==> src/hw/rtl/psrch_pkg.sv <==
// Package with types, constants and sizes shared by the shift search block.
`default_nettype none
package psrch_pkg;

  localparam int MAX_LENGTH = 1024;
  localparam int ADDR_W     = $clog2(MAX_LENGTH);
  localparam int CNT_W      = ADDR_W + 1;
  localparam int SAMPLE_W   = 16;
  localparam int PROD_W     = 2 * SAMPLE_W;
  localparam int SUM_W      = 48;
  localparam int COST_W     = 47;
  localparam int SHIFT_W    = 10;
  localparam int RANGE_W    = CNT_W - 2;
  localparam int IDX_W      = CNT_W + 1;

  localparam logic [SUM_W-1:0] COST_MAX = {1'b0, {COST_W{1'b1}}};

  typedef struct packed {
    logic signed [SAMPLE_W-1:0] x;
    logic signed [SAMPLE_W-1:0] y;
  } psrch_point_t;

  typedef struct packed {
    logic signed [SAMPLE_W-1:0] first_x;
    logic signed [SAMPLE_W-1:0] first_y;
    logic                       first_valid;
    logic signed [SAMPLE_W-1:0] second_x;
    logic signed [SAMPLE_W-1:0] second_y;
    logic                       second_valid;
    logic                       last;
  } psrch_in_t;

  typedef struct packed {
    logic signed [SHIFT_W-1:0] best_shift;
    logic [COST_W-1:0]         best_cost;
  } psrch_out_t;

  typedef enum logic [2:0] {
    ST_LOAD,
    ST_START,
    ST_SETUP,
    ST_RUN,
    ST_DRAIN,
    ST_COMPARE,
    ST_DONE
  } psrch_state_t;

endpackage
`default_nettype wire

==> src/hw/rtl/psrch_cross.sv <==
// Shared cross product unit: multiply, absolute difference and saturating accumulate.
`default_nettype none
module psrch_cross import psrch_pkg::*; (
  input  logic               clk,
  input  logic               rst_n,
  input  logic               clear,
  input  logic               term_v,
  input  psrch_point_t       pa,
  input  psrch_point_t       pb,
  output logic [SUM_W-1:0]   sum,
  output logic               busy
);

  logic signed [PROD_W-1:0] p1_r, p2_r;
  logic                     p_v_r;
  logic [PROD_W-1:0]        mag_r;
  logic                     m_v_r;
  logic [SUM_W-1:0]         sum_r;

  logic signed [PROD_W-1:0] p1, p2;
  logic signed [PROD_W:0]   diff;
  logic [PROD_W-1:0]        mag;
  logic [SUM_W-1:0]         sum_nxt;

  always_comb begin
    p1 = pa.x * pb.y;
    p2 = pb.x * pa.y;
    diff = $signed({p1_r[PROD_W-1], p1_r}) - $signed({p2_r[PROD_W-1], p2_r});
    // The magnitude never exceeds 2^31, so it always fits the product width.
    mag = diff[PROD_W] ? PROD_W'(-diff) : diff[PROD_W-1:0];
    sum_nxt = sum_r + SUM_W'(mag_r);
    if (sum_nxt > COST_MAX) begin
      sum_nxt = COST_MAX;
    end
  end

  always_ff @(posedge clk) begin
    if (!rst_n) begin
      p_v_r <= 1'b0;
      m_v_r <= 1'b0;
      sum_r <= '0;
    end else begin
      p_v_r <= term_v;
      m_v_r <= p_v_r;
      if (clear) begin
        sum_r <= '0;
      end else if (m_v_r) begin
        sum_r <= sum_nxt;
      end
    end
  end

  always_ff @(posedge clk) begin
    p1_r  <= p1;
    p2_r  <= p2;
    mag_r <= mag;
  end

  assign sum  = sum_r;
  assign busy = term_v | p_v_r | m_v_r;

endmodule
`default_nettype wire

==> config.mk <==
export PLATFORM = sky130hd
export DESIGN_NAME = psrch_cross
export DESIGN_NICKNAME = d
export VERILOG_FILES = /design/src/hw/rtl/psrch_pkg.sv /design/src/hw/rtl/psrch_cross.sv
export SDC_FILE = /design/constraint.sdc
export NUM_CORES = 2
export LEC_CHECK = 0
export ABC_AREA = 1
export CAP_MARGIN = 25
export CELL_PAD_IN_SITES_DETAIL_PLACEMENT = 1
export CELL_PAD_IN_SITES_GLOBAL_PLACEMENT = 2
export CORE_AREA = 2 2 283 285
export DETAILED_ROUTE_END_ITERATION = 10
export DIE_AREA = 0 0 285 287
export DONT_BUFFER_PORTS = 1
export GPL_TIMING_DRIVEN = 1
export PLACE_DENSITY = 0.83
export SLEW_MARGIN = 20
export SYNTH_ARGS = -nofsm -noshare
export SYNTH_HDL_FRONTEND = slang
export SYNTH_SLANG_ARGS = --single-unit
==> constraint.sdc <==
create_clock -name clk -period 7.6 [get_ports clk]
set_input_delay 1.14 -clock clk [delete_from_list [all_inputs] [get_ports clk]]
set_output_delay 1.14 -clock clk [all_outputs]
set_load 0.1 [all_outputs]
==> flow_summary.json <==
{
  "status": "finished clean",
  "worstSetupPathType": "input port to flop",
  "cp-start-kind": "input port",
  "fp.dieH_um": 287,
  "grt_start_max_net_pins": 81,
  "io_pins": 117,
  "crit_top_cell": "fa_1",
  "synth_warnings": 0,
  "floorplan.initialDensity_pct": 38.83,
  "critical_path_peak_fanout": 16,
  "synth_area_um2": 30520,
  "ant_nets": 0,
  "area_delta_synth_final_pct": 5.497,
  "final_cell_mix": "1153 x inv_1, 1049 x nand2_1, 526 x fa_1",
  "nets": 4926,
  "syn_nets": 5018,
  "crit_path_cell_trace": "nand2_1, inv_1, fa_1, fa_1, fa_1, fa_1, fa_1, inv_1, fa_1, inv_1, ha_1, nand2_1, nor2_1, inv_1, nor3_1, nand4_1, nand3_1, nand3_1, o2111ai_1, xor2_1",
  "whs_ps": 440.2,
  "layout_commonest_cell": "inv_1",
  "die_w_um": 285,
  "htreeDepth": 4,
  "drv_slew": 0,
  "min-delay-path-class": "flop to flop",
  "num_rows": 103,
  "cts.clk_slew.worst_paths_ps": 80,
  "tns_ps": 0,
  "finalWirelength_mm": 87.77,
  "fillers": 9956,
  "worstMarginPinSlew_ps": 1117,
  "fin_crit_ps": 6342,
  "rsz0062_at_grt": "no",
  "die-area_um2": 81800,
  "synth.avg_cell_area_um2": 7.276,
  "ctsHoldBuffers": 0,
  "cts_tree": "yes",
  "drive_gt1_share_pct": 3.061,
  "ys_seq_area_share_pct": 9.576,
  "vias_per_cell": 4.853,
  "layout.cells.non_filler": 5166,
  "worstPathArrival_ps": 6760,
  "cts_buffers": 17,
  "cap_violations": 0,
  "wl_per_cell_um": 16.99,
  "reg2reg_slack_ps": 3690,
  "drtIter0Drc": 1044,
  "grt_pass1_vias": 27690,
  "crit_required_ps": 8010,
  "dr.pass1.iters": 5,
  "grt_pass1_wl_mm": 146.0,
  "dp_hpwl_mm": 75.57,
  "synth-main-ff-cell": "dfxtp_1",
  "endpoint_kind": "flop",
  "diodes": 0,
  "post_cts_buffers": 0,
  "yosysUniqueCellTypes": 46,
  "globalplace.congestion": 0.8808,
  "root_buffer": "clkbuf_16",
  "clock_sinks": 146,
  "antenna_found_initial": 0,
  "hold_viol_final": 0,
  "cp_slowest_cell": "fa_1",
  "async_reset_ff_share_pct": 0,
  "clk-insertion-delay-late_ps": 490,
  "fin_crit_sh_pct": 83.45,
  "grt_use_total_pct": 22.47,
  "port_buffers": 0,
  "grt_overflow": 0,
  "finClkSkew_ps": 18.59,
  "synth_edf_count": 0,
  "coreArea_um2": 78610,
  "setup_viol": 0,
  "placed_cells_incl_taps": 5127,
  "slew_headroom_pct": 25.40,
  "drc": 0,
  "fmax_ghz": 0.1577,
  "ys_ff_latch": 146,
  "cts_resized": 0,
  "max_stage_delay_ps": 810,
  "synthCells": 4195,
  "num_vias": 25070,
  "cts_buffer_depth": 2
}
-- metal layers --
layer | share of wire, % | wire (um) | track usage [%] | vias to the layer above
met1 | 45 | 39190 | 28.99 | 12620
met2 | 51 | 45040 | 41.13 | 313
met4 | 1.4 | 1204 | 4.045 | 0
met5 | 0 | 0 | 0 | -
li1 | - | - | - | 12070
met3 | 2.7 | 2334 | 2.151 | 75
-- area by class of cell --
| class | instances | area, um2 | area share [%] |
|---|---|---|---|
| inverter | 1162 | 4362 | 13.55 |
| sequential | 146 | 2924 | 9.081 |
| multi-input combinational | 2752 | 22710 | 70.51 |
| timing repair buffer | 24 | 305.3 | 0.9481 |
| tap | 1050 | 1314 | 4.080 |
| clock buffer | 19 | 452.9 | 1.407 |
| clock inverter | 13 | 137.6 | 0.4274 |
-- worst max-delay path: cells and delay by family --
kind                       cells  cell delay (ps)
and+or+nand+nor                7             1360
adders and majority gates      7             3670
xor gates and xnor gates       1              170
AOI/OAI and AO/OA              1              120
buffers and inverters          4              260
-- synth_stat cells, types with 4 or more instances --
| cell | count | area (um2) |
|---|---|---|
| buf_4 | 4 | 30.03 |
| o21ai_1 | 15 | 75.07 |
| nand3_1 | 121 | 605.6 |
| a21oi_1 | 123 | 615.6 |
| nand2_1 | 1049 | 3938 |
| o21ai_0 | 85 | 425.4 |
| o21a_1 | 6 | 45.04 |
| nand4_1 | 47 | 294.0 |
| nor2_1 | 232 | 870.8 |
| o2111ai_1 | 6 | 52.55 |
| a21o_1 | 15 | 112.6 |
| clkbuf_1 | 124 | 465.5 |
| or2_2 | 11 | 68.82 |
| and2_1 | 6 | 37.54 |
| nor3_1 | 22 | 110.1 |
| dfxtp_1 | 146 | 2923 |
| inv_2 | 6 | 22.52 |
| o21bai_1 | 7 | 52.55 |
| nand3b_1 | 4 | 30.03 |
| nor2_2 | 16 | 100.1 |
| nor4_1 | 9 | 56.30 |
| xor2_1 | 66 | 578.1 |
| fa_1 | 526 | 10530 |
| inv_1 | 1153 | 4328 |
| a31oi_1 | 42 | 262.8 |
| o211ai_1 | 5 | 37.54 |
| ha_1 | 229 | 2865 |
| nand2_2 | 23 | 143.9 |
| nor2_4 | 6 | 67.56 |
| nand3_2 | 8 | 80.08 |
| xnor2_1 | 58 | 508.0 |
| a21boi_0 | 4 | 30.03 |
-- kinds of logic after synthesis --
| group | Yosys count | synth area share (%) |
|---|---|---|
| fa+ha+maj | 755 | 43.89 |
| simple gates | 1557 | 21.08 |
| flops | 146 | 9.576 |
| buf+inv | 1297 | 16.04 |
| compound gates | 315 | 5.809 |
| xor+xnor | 125 | 3.611 |
-- flip-flops by register name, indices dropped and copies added, names as in the netlist --
signal / flops
mag_r: 32
p1_r: 32
sum: 48
p2_r: 32
m_v_r: 1
p_v_r: 1
-- metrics by stage --
stage                     utilization (%)  instance area [um2]  worst slack, ps
final                               40.96                32200             1258
after global routing                40.96                32200            978.8
after CTS                           40.82                32090             1349
after detailed placement            40.07                31500            820.6
after global placement              39.91                31370            896.0
after floorplan                         -                30520            998.5
-- final timing paths --
path         depth (start not counted)  startpoint  endpoint
min                                  2       p_v_r     m_v_r
max reg2reg                         14      sum[2]    sum[2]
min reg2reg                          2       p_v_r     m_v_r
max                                 20       pb[1]  p1_r[29]
Power is not shown: default switching activity piles up to over one toggle a cycle in this logic, so the estimate is an artifact.
